### src/rtl/core/acs_pkg.sv
// ----------------------------------------------------------------------------
// acs_pkg
// Shared types and codes of the 8-bit accumulator CPU step block: operation
// codes of an input word, opcode bytes and the memory request bundle.
// ----------------------------------------------------------------------------
package acs_pkg;

  typedef logic [7:0] byte_t;

  // Operation carried by an input word.
  localparam logic [1:0] FUNC_WRITE = 2'd0;
  localparam logic [1:0] FUNC_READ  = 2'd1;
  localparam logic [1:0] FUNC_STEP  = 2'd2;

  // Instruction opcodes. Every other byte behaves as a one-byte no-op.
  localparam byte_t OPC_NOP = 8'h00;
  localparam byte_t OPC_STA = 8'h10;
  localparam byte_t OPC_LDA = 8'h20;
  localparam byte_t OPC_ADD = 8'h30;
  localparam byte_t OPC_OR  = 8'h40;
  localparam byte_t OPC_AND = 8'h50;
  localparam byte_t OPC_NOT = 8'h60;
  localparam byte_t OPC_JMP = 8'h80;
  localparam byte_t OPC_JN  = 8'h90;
  localparam byte_t OPC_JZ  = 8'hA0;
  localparam byte_t OPC_HLT = 8'hF0;

  // One write port and one read port of the main memory.
  typedef struct packed {
    logic  we;
    byte_t waddr;
    byte_t wdata;
    logic  re;
    byte_t raddr;
  } mem_req_t;

endpackage

### src/rtl/core/acs_if.sv
// ----------------------------------------------------------------------------
// acs_if
// Valid/ready channels of the CPU step block: the request word (memory
// write, memory read or one instruction step) and the response word.
// ----------------------------------------------------------------------------
interface acs_req_if;
  logic              valid;
  logic              ready;
  logic [1:0]        func;
  acs_pkg::byte_t    address;
  acs_pkg::byte_t    write_data;

  modport source (output valid, output func, output address, output write_data,
                  input ready);
  modport sink (input valid, input func, input address, input write_data,
                output ready);
endinterface

interface acs_rsp_if;
  logic              valid;
  logic              ready;
  acs_pkg::byte_t    read_data;
  acs_pkg::byte_t    accumulator;
  acs_pkg::byte_t    program_counter;
  logic              negative_flag;
  logic              zero_flag;
  logic              halted;
  acs_pkg::byte_t    executed_opcode;

  modport source (output valid, output read_data, output accumulator,
                  output program_counter, output negative_flag, output zero_flag,
                  output halted, output executed_opcode, input ready);
  modport sink (input valid, input read_data, input accumulator,
                input program_counter, input negative_flag, input zero_flag,
                input halted, input executed_opcode, output ready);
endinterface

### src/rtl/core/accumulator_cpu_step.sv
// ----------------------------------------------------------------------------
// accumulator_cpu_step
// 8-bit accumulator CPU with a 256-byte memory, driven one word at a time.
// ----------------------------------------------------------------------------
// Occupancy per word: a write, a read, a step while halted and a one-byte
// instruction end in ST_FIRST; STA and the jumps add ST_ARG; LDA/ADD/OR/AND
// add ST_ARG and ST_DATA. Each state after ST_FIRST is one dependent read of
// the single memory read port. The next word is taken in the cycle the
// current one completes; the response is registered, so it shows in the
// cycle after completion. Reset clears AC, PC, flags and halt, and marks
// every memory byte unwritten (reads as zero) at once: no clearing pass.
// ----------------------------------------------------------------------------
module accumulator_cpu_step (
  input  logic    clk,
  input  logic    rst,
  acs_req_if.sink req,
  acs_rsp_if.source rsp
);

  localparam logic [1:0] ST_IDLE  = 2'd0;
  localparam logic [1:0] ST_FIRST = 2'd1;
  localparam logic [1:0] ST_ARG   = 2'd2;
  localparam logic [1:0] ST_DATA  = 2'd3;

  logic [1:0]        state, state_next;
  logic [1:0]        item_func;
  acs_pkg::byte_t    item_addr, item_wdata;
  acs_pkg::byte_t    op;

  acs_pkg::byte_t    ac, ac_new, ac_next;
  acs_pkg::byte_t    pc, pc_new, pc_next;
  logic              n, z, halt, halt_new;
  logic              n_next, z_next, halt_next;
  logic              upd_flags;

  acs_pkg::mem_req_t mem_req;
  acs_pkg::byte_t    rd_data;

  logic              done, finish, out_free, accept;
  acs_pkg::byte_t    res_rdata, res_opcode;
  acs_pkg::byte_t    pc_p1, pc_p2;

  acs_mem u_mem (
    .clk     (clk),
    .rst     (rst),
    .req     (mem_req),
    .rd_data (rd_data)
  );

  assign pc_p1    = 8'(pc + 8'd1);
  assign pc_p2    = 8'(pc + 8'd2);
  assign out_free = !rsp.valid || rsp.ready;

  // Work out the effect of the word in flight, then commit it only when the
  // response register can take the result.
  always_comb begin
    done       = 1'b0;
    ac_new     = ac;
    pc_new     = pc;
    halt_new   = halt;
    upd_flags  = 1'b0;
    res_rdata  = '0;
    res_opcode = '0;
    state_next = state;
    mem_req    = '0;

    case (state)
      ST_FIRST: begin
        case (item_func)
          acs_pkg::FUNC_WRITE: begin
            done          = 1'b1;
            mem_req.waddr = item_addr;
            mem_req.wdata = item_wdata;
            mem_req.we    = out_free;
          end
          acs_pkg::FUNC_READ: begin
            done      = 1'b1;
            res_rdata = rd_data;
          end
          acs_pkg::FUNC_STEP: begin
            if (halt) begin
              done = 1'b1;
            end else begin
              res_opcode = rd_data;
              case (rd_data)
                acs_pkg::OPC_STA, acs_pkg::OPC_LDA, acs_pkg::OPC_ADD,
                acs_pkg::OPC_OR, acs_pkg::OPC_AND, acs_pkg::OPC_JMP,
                acs_pkg::OPC_JN, acs_pkg::OPC_JZ: begin
                  mem_req.re    = 1'b1;
                  mem_req.raddr = pc_p1;
                  state_next    = ST_ARG;
                end
                acs_pkg::OPC_NOT: begin
                  done      = 1'b1;
                  upd_flags = 1'b1;
                  ac_new    = ~ac;
                  pc_new    = pc_p1;
                end
                acs_pkg::OPC_HLT: begin
                  done      = 1'b1;
                  upd_flags = 1'b1;
                  halt_new  = 1'b1;
                end
                default: begin
                  done      = 1'b1;
                  upd_flags = 1'b1;
                  pc_new    = pc_p1;
                end
              endcase
            end
          end
          default: begin
            done = 1'b1;
          end
        endcase
      end
      ST_ARG: begin
        res_opcode = op;
        case (op)
          acs_pkg::OPC_JMP: begin
            done      = 1'b1;
            upd_flags = 1'b1;
            pc_new    = rd_data;
          end
          acs_pkg::OPC_JN: begin
            done      = 1'b1;
            upd_flags = 1'b1;
            pc_new    = n ? rd_data : pc_p2;
          end
          acs_pkg::OPC_JZ: begin
            done      = 1'b1;
            upd_flags = 1'b1;
            pc_new    = z ? rd_data : pc_p2;
          end
          acs_pkg::OPC_STA: begin
            done          = 1'b1;
            upd_flags     = 1'b1;
            pc_new        = pc_p2;
            mem_req.waddr = rd_data;
            mem_req.wdata = ac;
            mem_req.we    = out_free;
          end
          default: begin
            mem_req.re    = 1'b1;
            mem_req.raddr = rd_data;
            state_next    = ST_DATA;
          end
        endcase
      end
      ST_DATA: begin
        res_opcode = op;
        done       = 1'b1;
        upd_flags  = 1'b1;
        pc_new     = pc_p2;
        case (op)
          acs_pkg::OPC_LDA: ac_new = rd_data;
          acs_pkg::OPC_ADD: ac_new = 8'(ac + rd_data);
          acs_pkg::OPC_OR:  ac_new = ac | rd_data;
          acs_pkg::OPC_AND: ac_new = ac & rd_data;
          default:          ac_new = ac;
        endcase
      end
      default: begin
      end
    endcase

    finish    = done && out_free;
    ac_next   = finish ? ac_new : ac;
    pc_next   = finish ? pc_new : pc;
    halt_next = finish ? halt_new : halt;
    n_next    = (finish && upd_flags) ? ac_new[7] : n;
    z_next    = (finish && upd_flags) ? (ac_new == 8'd0) : z;

    req.ready = (state == ST_IDLE) || finish;
    accept    = req.valid && req.ready;

    // A new word issues its first read in the cycle the previous one ends,
    // against the PC that word leaves behind, or at its own address for a read.
    if (accept) begin
      mem_req.re    = 1'b1;
      mem_req.raddr = (req.func == acs_pkg::FUNC_READ) ? req.address : pc_next;
      state_next    = ST_FIRST;
    end else if (finish) begin
      state_next = ST_IDLE;
    end
  end

  always_ff @(posedge clk) begin
    if (rst) begin
      state <= ST_IDLE;
      ac    <= '0;
      pc    <= '0;
      n     <= 1'b0;
      z     <= 1'b0;
      halt  <= 1'b0;
    end else begin
      state <= state_next;
      ac    <= ac_next;
      pc    <= pc_next;
      n     <= n_next;
      z     <= z_next;
      halt  <= halt_next;
    end
  end

  always_ff @(posedge clk) begin
    if (accept) begin
      item_func  <= req.func;
      item_addr  <= req.address;
      item_wdata <= req.write_data;
    end
    if (state == ST_FIRST) begin
      op <= rd_data;
    end
  end

  always_ff @(posedge clk) begin
    if (rst) begin
      rsp.valid <= 1'b0;
    end else if (finish) begin
      rsp.valid <= 1'b1;
    end else if (rsp.ready) begin
      rsp.valid <= 1'b0;
    end
  end

  always_ff @(posedge clk) begin
    if (finish) begin
      rsp.read_data       <= res_rdata;
      rsp.accumulator     <= ac_next;
      rsp.program_counter <= pc_next;
      rsp.negative_flag   <= n_next;
      rsp.zero_flag       <= z_next;
      rsp.halted          <= halt_next;
      rsp.executed_opcode <= res_opcode;
    end
  end

`ifndef SYNTHESIS
  // Once halted, only reset brings the machine back.
  a_halt_sticks: assert property (@(posedge clk) disable iff (rst)
    halt |=> halt) else $error("halt flag dropped without reset");

  // A halted machine leaves PC and AC alone.
  a_halt_frozen: assert property (@(posedge clk) disable iff (rst)
    halt |=> ($stable(pc) && $stable(ac)))
    else $error("PC or AC changed while halted");

  // Memory is written only by a word that completes in this cycle.
  a_write_on_finish: assert property (@(posedge clk) disable iff (rst)
    mem_req.we |-> (finish && ((state == ST_FIRST) || (state == ST_ARG))))
    else $error("memory write outside a completing word");

  // The operand address byte is captured only after an opcode fetch.
  a_arg_after_first: assert property (@(posedge clk) disable iff (rst)
    (state == ST_ARG) |-> ($past(state) == ST_FIRST) || ($past(state) == ST_ARG))
    else $error("operand state entered out of order");
`endif

endmodule

### src/rtl/core/acs_mem.sv
// ----------------------------------------------------------------------------
// acs_mem
// 256-byte main memory with one write and one registered read port. Bytes
// that were never written since reset read as zero; a read of the byte being
// written in the same cycle returns the new data.
// ----------------------------------------------------------------------------
module acs_mem (
  input  logic              clk,
  input  logic              rst,
  input  acs_pkg::mem_req_t req,
  output acs_pkg::byte_t    rd_data
);

  acs_pkg::byte_t mem [256];
  logic [255:0]   written;

  always_ff @(posedge clk) begin
    if (req.we) begin
      mem[req.waddr] <= req.wdata;
    end
  end

  always_ff @(posedge clk) begin
    if (rst) begin
      written <= '0;
    end else if (req.we) begin
      written[req.waddr] <= 1'b1;
    end
  end

  always_ff @(posedge clk) begin
    if (req.re) begin
      if (req.we && (req.waddr == req.raddr)) begin
        rd_data <= req.wdata;
      end else if (written[req.raddr]) begin
        rd_data <= mem[req.raddr];
      end else begin
        rd_data <= '0;
      end
    end
  end

endmodule
### src/flat_wrapper.sv
// flat-port wrapper written by rule: the top's interface ports become plain ports
module accumulator_cpu_step_flat 
  (clk, rst, req_valid, req_func, req_address, req_write_data, req_ready, rsp_valid, rsp_read_data, rsp_accumulator, rsp_program_counter, rsp_negative_flag, rsp_zero_flag, rsp_halted, rsp_executed_opcode, rsp_ready);
  acs_req_if req_i ();
  acs_rsp_if rsp_i ();
  input  logic clk;
  input  logic rst;
  input wire logic [$bits(req_i.valid)-1:0] req_valid;
  input wire logic [$bits(req_i.func)-1:0] req_func;
  input wire logic [$bits(req_i.address)-1:0] req_address;
  input wire logic [$bits(req_i.write_data)-1:0] req_write_data;
  output wire logic [$bits(req_i.ready)-1:0] req_ready;
  output wire logic [$bits(rsp_i.valid)-1:0] rsp_valid;
  output wire logic [$bits(rsp_i.read_data)-1:0] rsp_read_data;
  output wire logic [$bits(rsp_i.accumulator)-1:0] rsp_accumulator;
  output wire logic [$bits(rsp_i.program_counter)-1:0] rsp_program_counter;
  output wire logic [$bits(rsp_i.negative_flag)-1:0] rsp_negative_flag;
  output wire logic [$bits(rsp_i.zero_flag)-1:0] rsp_zero_flag;
  output wire logic [$bits(rsp_i.halted)-1:0] rsp_halted;
  output wire logic [$bits(rsp_i.executed_opcode)-1:0] rsp_executed_opcode;
  input wire logic [$bits(rsp_i.ready)-1:0] rsp_ready;
  assign req_i.valid = req_valid;
  assign req_i.func = req_func;
  assign req_i.address = req_address;
  assign req_i.write_data = req_write_data;
  assign req_ready = req_i.ready;
  assign rsp_valid = rsp_i.valid;
  assign rsp_read_data = rsp_i.read_data;
  assign rsp_accumulator = rsp_i.accumulator;
  assign rsp_program_counter = rsp_i.program_counter;
  assign rsp_negative_flag = rsp_i.negative_flag;
  assign rsp_zero_flag = rsp_i.zero_flag;
  assign rsp_halted = rsp_i.halted;
  assign rsp_executed_opcode = rsp_i.executed_opcode;
  assign rsp_i.ready = rsp_ready;
  accumulator_cpu_step u_core (.clk(clk), .rst(rst), .req(req_i), .rsp(rsp_i));
endmodule
### config.mk
export PLATFORM = sky130hd
export DESIGN_NAME = accumulator_cpu_step_flat
export DESIGN_NICKNAME = d
export VERILOG_FILES = /design/src/rtl/core/acs_pkg.sv /design/src/rtl/core/acs_if.sv /design/src/rtl/core/accumulator_cpu_step.sv /design/src/rtl/core/acs_mem.sv /design/src/flat_wrapper.sv
export SDC_FILE = /design/constraint.sdc
export NUM_CORES = 2
export LEC_CHECK = 0
export ABC_AREA = 1
export BUFFER_PORTS_ARGS = -buffer_cell sky130_fd_sc_hd__buf_2
export CORE_UTILIZATION = 45
export DETAILED_ROUTE_END_ITERATION = 8
export PLACE_DENSITY_LB_ADDON = 0.2
export SETUP_SLACK_MARGIN = 0.15
export SLEW_MARGIN = 40
export SYNTH_ARGS = -nofsm -noshare
export SYNTH_HDL_FRONTEND = slang
export SYNTH_SLANG_ARGS = --single-unit
### constraint.sdc
create_clock -name clk -period 5.7 [get_ports clk]
set_input_delay 1.71 -clock clk [delete_from_list [all_inputs] [get_ports clk]]
set_output_delay 1.71 -clock clk [all_outputs]
set_load 0.005 [all_outputs]
* After elaboration in Yosys (flattened, before gate mapping)
Memory sizes are Yosys's and may differ from the RTL's.
Cells that the tools add are included.
** Cells by class
- Add/sub/neg operators :: 3
- Magnitude comparators :: 3
- Eq/ne operators :: 33
- Muxes and demuxes :: 58
- Bitwise operators :: 4
- Reduce and logical (&&, ||, !) cells :: 22
** Operators by type and width (count)
- 256-bit OR :: 1
- 8-bit 2-to-1 mux :: 15
- 8-bit one-hot mux with 4 select lines :: 2
- 8-bit equality test (second input constant) :: 7
- 26-bit one-hot mux with 2 select lines :: 1
- 9-bit 2-to-1 mux :: 5
- 8-bit by 7-bit equality test with 1-bit output (second input constant) :: 5
- 17-bit 2-to-1 mux :: 2
- 8-bit by 6-bit equality test with 1-bit output (second input constant) :: 4
- 8-bit one-hot mux with 2 select lines :: 2
- 8-bit one-hot mux with 3 select lines :: 1
- 1-bit 2-to-1 mux :: 21
- 8-bit by 9-bit less-than comparator with 1-bit output (second input constant) :: 2
- 8-bit by 5-bit equality test with 1-bit output (second input constant) :: 2
- 4-bit by 2-bit inequality test with 1-bit output (second input constant) :: 3
- 5-bit AND reduction :: 2
- 9-bit OR reduction :: 1
- 8-bit by 1-bit adder with 8-bit output (second input constant) :: 1
- 8-bit by 2-bit adder with 8-bit output (second input constant) :: 1
- 8-bit adder :: 1
- 8-bit AND :: 1
- 1-bit binary-select mux with 8-bit select :: 1
- 1-bit demux with 8-bit select :: 1
- 8-bit equality test :: 1
- 22 further kinds :: 40
** Word-level totals
- Register bits after elaboration :: 347
- RAM bits :: 2048
- Input port bits :: 22
- Logic and storage cells :: 145
- Memories :: 1
** Memories
- u_core.u_mem.mem :: words 256, bits a word 8, rd ports 1, clocked after Yosys merged registers in 0, write ports 1, RTL line acs_mem.sv:14 : acs_pkg::byte_t mem [256];

* Logic depth before layout (Yosys ltp)
- Depth after elaboration :: 14
- Gate-level depth with buffers :: 30
- Depth with buffers taken out :: 27

* Cells and area by module
A second synthesis with hierarchy kept.
** Second synthesis, totals
- Cell total of the unflattened synthesis :: 9223
- Area total of the unflattened synthesis :: 98948.6 um2
** Modules (own cells, without submodules)
- acs_mem :: times used 1, cells each 8438, area an instance 93224.4 um2
- accumulator_cpu_step :: times used 1, cells each 785, area an instance 5724.2 um2

* Worst setup path before layout
OpenSTA, ideal clock, no wires.
- Path kind :: flip-flop to flip-flop
- Start :: register u_core.state[1]
- End :: memory u_core.u_mem.mem[0][6] (netlist name) (data pin)
- Library setup time :: 777 ps
- Data arrival time :: 4384 ps
- Required time :: 4923 ps
- Setup slack :: 539 ps
- Stages on the path, launching flop included :: 11
- Path buffers :: 2
- Cells stage by stage :: dfxtp_1 > inv_1 > ha_1 > clkbuf_2 > nand2_1 > clkinv_1 > clkbuf_1 > nand2_1 > o21ai_0 > nand2_1 > inv_1
** RTL lines
- from (decl) :: RTL line accumulator_cpu_step.sv:25 : logic [1:0] state, state_next;
- from (signal assigned) :: RTL line accumulator_cpu_step.sv:197 : state <= state_next;
- to (decl) :: RTL line acs_mem.sv:14

* Worst setup path after layout
- Start :: register u_core.u_mem.rd_data[7]
- End :: register u_core.u_mem.rd_data[7] (data pin)
** Between the ends
- Word-level cells in the longest chain between the ends :: 14
** RTL lines
- from (decl) :: RTL line acs_mem.sv:11 : output acs_pkg::byte_t rd_data
- from (signal assigned) :: RTL line acs_mem.sv:34 : rd_data <= req.wdata;
- from (signal assigned) :: RTL line acs_mem.sv:36 : rd_data <= mem[req.raddr];
- 8-bit by 5-bit equality test with 1-bit output, or another cell as far along :: RTL line accumulator_cpu_step.sv:85 : case (rd_data)
- 8-bit OR reduction :: RTL line accumulator_cpu_step.sv:85
- 1-bit 2-to-1 mux :: RTL line accumulator_cpu_step.sv:85
- 1-bit 2-to-1 mux :: RTL line accumulator_cpu_step.sv:81 : if (halt) begin
- 1-bit 2-to-1 mux :: RTL line accumulator_cpu_step.sv:69 : case (item_func)
- 1-bit one-hot mux with 3 select lines :: RTL line accumulator_cpu_step.sv:67 : case (state)
- 1-bit logical AND :: RTL line accumulator_cpu_step.sv:167 : finish = done && out_free;
- 8-bit 2-to-1 mux / 1-bit logical OR (equally long branches) :: RTL line accumulator_cpu_step.sv:169, accumulator_cpu_step.sv:174
- 8-bit 2-to-1 mux / 1-bit logical AND (equally long branches) :: RTL line accumulator_cpu_step.sv:181, accumulator_cpu_step.sv:175
- 9-bit 2-to-1 mux :: RTL line accumulator_cpu_step.sv:179 : if (accept) begin
- 1-bit binary-select mux with 8-bit select :: RTL line acs_mem.sv:35 : end else if (written[req.raddr]) begin
- 1-bit 2-to-1 mux (not written as such) :: RTL line acs_mem.sv:35
- 8-bit 2-to-1 mux :: RTL line acs_mem.sv:35
- 8-bit 2-to-1 mux * :: RTL line acs_mem.sv:33 : if (req.we && (req.waddr == req.raddr)) begin
Mark *: on every way between the ends. The rest lies on a longest branch, timed or not. The select of a mux whose other input is x is not followed.
A chain may end at the register's enable or synchronous reset.

==> results_dict.tcl <==
set metrics [dict create \
    path_cells "inv_2 > o21ai_1 > nand2_1 > nand2_1 > nor2_1 > inv_1 > o22ai_1 > nand2_8 > nand2_8 > buf_12 > buf_4 > nand2_1 > nand3_1 > nand3_1 > nand3_1 > nand3_1 > nand3_1 > nand3_1 > nand3_1 > nand2_1 > nand3_1 > nand2_1" \
    use_met2_pct 42.17 \
    cp-end-kind "flip-flop" \
    grt_pass1_wl_um 480000 \
    cts_root_buf "clkbuf_16" \
    hold_path_class "flip-flop to flip-flop" \
    drc 0 \
    busiest_layer "met2" \
    yosysWarningCount 0 \
    ant_nets 0 \
    syn_area_um2 106200 \
    power_density_nw_per_um2 421.2 \
    vias_per_cell 5.580 \
    maxCapViolations 0 \
    setup_tns_ps 0 \
    crit_top_cell "nand3_1" \
    syn_avg_cell_area_um2 10.28 \
    gp_congestion 0.8886 \
    final_common_cell "nand3_1" \
    yosysUniqueCellTypes 59 \
    r2r-end "u_core.u_mem.rd_data[7]" \
    synth_flop_cell "edfxtp_1" \
    clock-sinks 2395 \
    finalInstanceArea_um2 120300 \
    clk_pin_slew_ps 60 \
    slowest_stage "edfxtp_1" \
    syn_inst 10330 \
    cp.required_ps 6350 \
    relSlewSlack_pct 39.02 \
    htree_levels 5 \
    min_period_ps 5234 \
    synth_nets 10380 \
    seq_area_frac_synth_pct 65.09 \
    holdCritStartpoint "u_core.u_mem.written[64]" \
    wl_um 325200 \
    fp.coreArea_um2 233600 \
    grt_pass1_vias 72630 \
    hold_end "u_core.u_mem.written[64]" \
    r2r_cells 22 \
    fin_util_pct 51.48 \
    crit_path_max_incr_delay_ps 660 \
    die_area_um2 238000 \
    r2r-start "u_core.u_mem.rd_data[7]" \
    largest-register "u_core.u_mem.mem" \
    die_width_um 487.8 \
    hold_ws_ps 456.8 \
    status "finished, final reports clean" \
    routedWlPerCell_um 23.80 \
    grtUsageTotal_pct 27.06 \
    clk_path_buf_depth 4 \
    dp_hpwl_um 194500 \
    overflow 0 \
    fin_nets 10370 \
    worstSetupPathType "flip-flop to flip-flop" \
    r2r_slack_ps 470 \
    dr.pass1.iters 6 \
    async_flop_share_pct 0 \
    cp-start-kind "flip-flop" \
    leakage_nw 45.68 \
    power_mw 50.67 \
    top_regs "u_core.u_mem.mem: 2048 flops, u_core.u_mem.written: 256 flops" \
    yosysTopAreaCell "edfxtp_1" \
    antenna_found_initial 9 \
    syn2layout_area_growth_pct 13.25 \
    use_met1_pct 37.78 \
    crit_arrival_ps 5890 \
    critPathBufInv 4 \
    layout.cells.non_filler 13660 \
    tritoncts "done" \
    synth_edf_count 2117 \
    ys_ff_latch 2395 \
    ctsHoldBuffers 0 \
    finalCritPeriodShare_pct 91.82 \
    vias 76230 \
    dp_slack_ps 137.9 \
    top_level_ports 59 \
    layout-drive-gt1-share_pct 9.131 \
    worst_slack_ps 466.0 \
    rows 177 \
    setup_viol 0 \
    start_util_pct 45.46 \
    cp_top_family "simple AND/OR/NAND/NOR gates" \
    fp.dieH_um 487.8 \
    largest_register_ffs 2048 \
    fin_skew_ps 58.98 \
    drtIter0Drc 9266 \
    final_cell_mix "2208 x nand3_1, 2117 x edfxtp_1, 1705 x nand2_1" \
    place_area_um2 111400 \
    grtUsageMet3_pct 5.327 \
    synthTopCellsByArea "edfxtp_1 60%, nand3_1 10%, nand2_1 6.0%" \
    worstSkewPairLatency_ps 950 \
    place_inst 13180 \
    peakVddDrop_v 0.0003918 \
    clock.fmax_mhz 191.1 \
    finalHoldViolCount 0 \
    hold-path-cell-count 1 \
    worst_pin_slew_ps 913.7 \
    worstPathMaxFanout 68 \
    rsz0062_at_grt "no" \
    grt_start_max_net_pins 111 \
    cts_buffers 278 \
    io_buffers 58 \
    drv_slew 0 \
    yosysTopAreaCellShare_pct 59.85 \
    cts_resized 0 \
    postCtsSetupRepairBufs 0 \
]
-- worst max path at each step --
stage                       startpoint                 endpoint  slack [ps]  cells after the start
2_1_floorplan          u_core.state[1]   u_core.u_mem.mem[0][6]         540                     10
6_report       u_core.u_mem.rd_data[7]  u_core.u_mem.rd_data[7]         470                     22
4_1_cts            u_core.item_func[0]  u_core.u_mem.rd_data[3]         560                     24
5_1_grt            u_core.item_func[0]  u_core.u_mem.rd_data[2]         270                     22
3_5_place_dp                 rsp_ready  u_core.u_mem.rd_data[3]         140                     22
3_3_place_gp                 rsp_ready  u_core.u_mem.rd_data[3]         110                     22
-- routing by layer --
layer	vias up	part of all wire (%)	wire length [µm]
met5	-	0.0034	11
met4	2	3.1	9984
met3	541	8.9	28830
met2	3375	46	148800
met1	37470	42	137500
li1	34840	-	-
-- kinds of logic (layout without fill, tap and decap cells) --
logic type               after synthesis  in the layout  synth area share [%]
XOR/XNOR                              10             10               0.08246
AO/OA/AOI/OAI                        379            379                 2.430
AND/OR/NAND/NOR                     5384           5384                 24.06
buffers and inverters               2142           2334                 8.056
flip-flops                          2395           2395                 65.09
other                                  0              3                     0
adder cells (fa/ha/maj)               23             23                0.2780
-- synthesized netlist by cell type, types with 3 or more instances --
cell and instances:
ha_1 22, nor2_1 786, nor2_2 5, nand2_1 1709
and2_1 5, nand3_2 3, buf_1 50, nor3_1 6
buf_6 6, nand3_1 2208, a21oi_1 32, o221ai_1 4
o21a_1 72, xor2_1 8, o21ai_0 55, inv_1 1459
nand4_1 16, o21ai_1 32, edfxtp_1 2117, nand2_2 6
o31ai_1 3, clkinv_1 4, inv_2 14, clkbuf_1 263
a211oi_1 5, buf_4 15, buf_2 329, nand3b_1 619
nor4_1 3, nand2_4 6, o211ai_1 148, dfxtp_1 278
o22ai_1 11
-- report_power, final --
part	leakage [nW]	internal [mW]	switching [mW]
combinational	19.6	4.11	9.89
clock	4.19	10.2	6.97
sequential	21.9	19.3	0.190
total	45.7	33.6	17.1
-- layout make-up --
type | instances | area, µm²
fill | 20650 | 113400
sequential | 2395 | 69140
multi-input combinational | 5796 | 29000
clock buffer | 394 | 7751
inverter | 1478 | 5628
timing repair buffer | 377 | 3989
tap | 3132 | 3919
clock inverter | 85 | 853.3
antenna | 3 | 7.507
No activity file was read; power rests on OpenSTA's default activity.
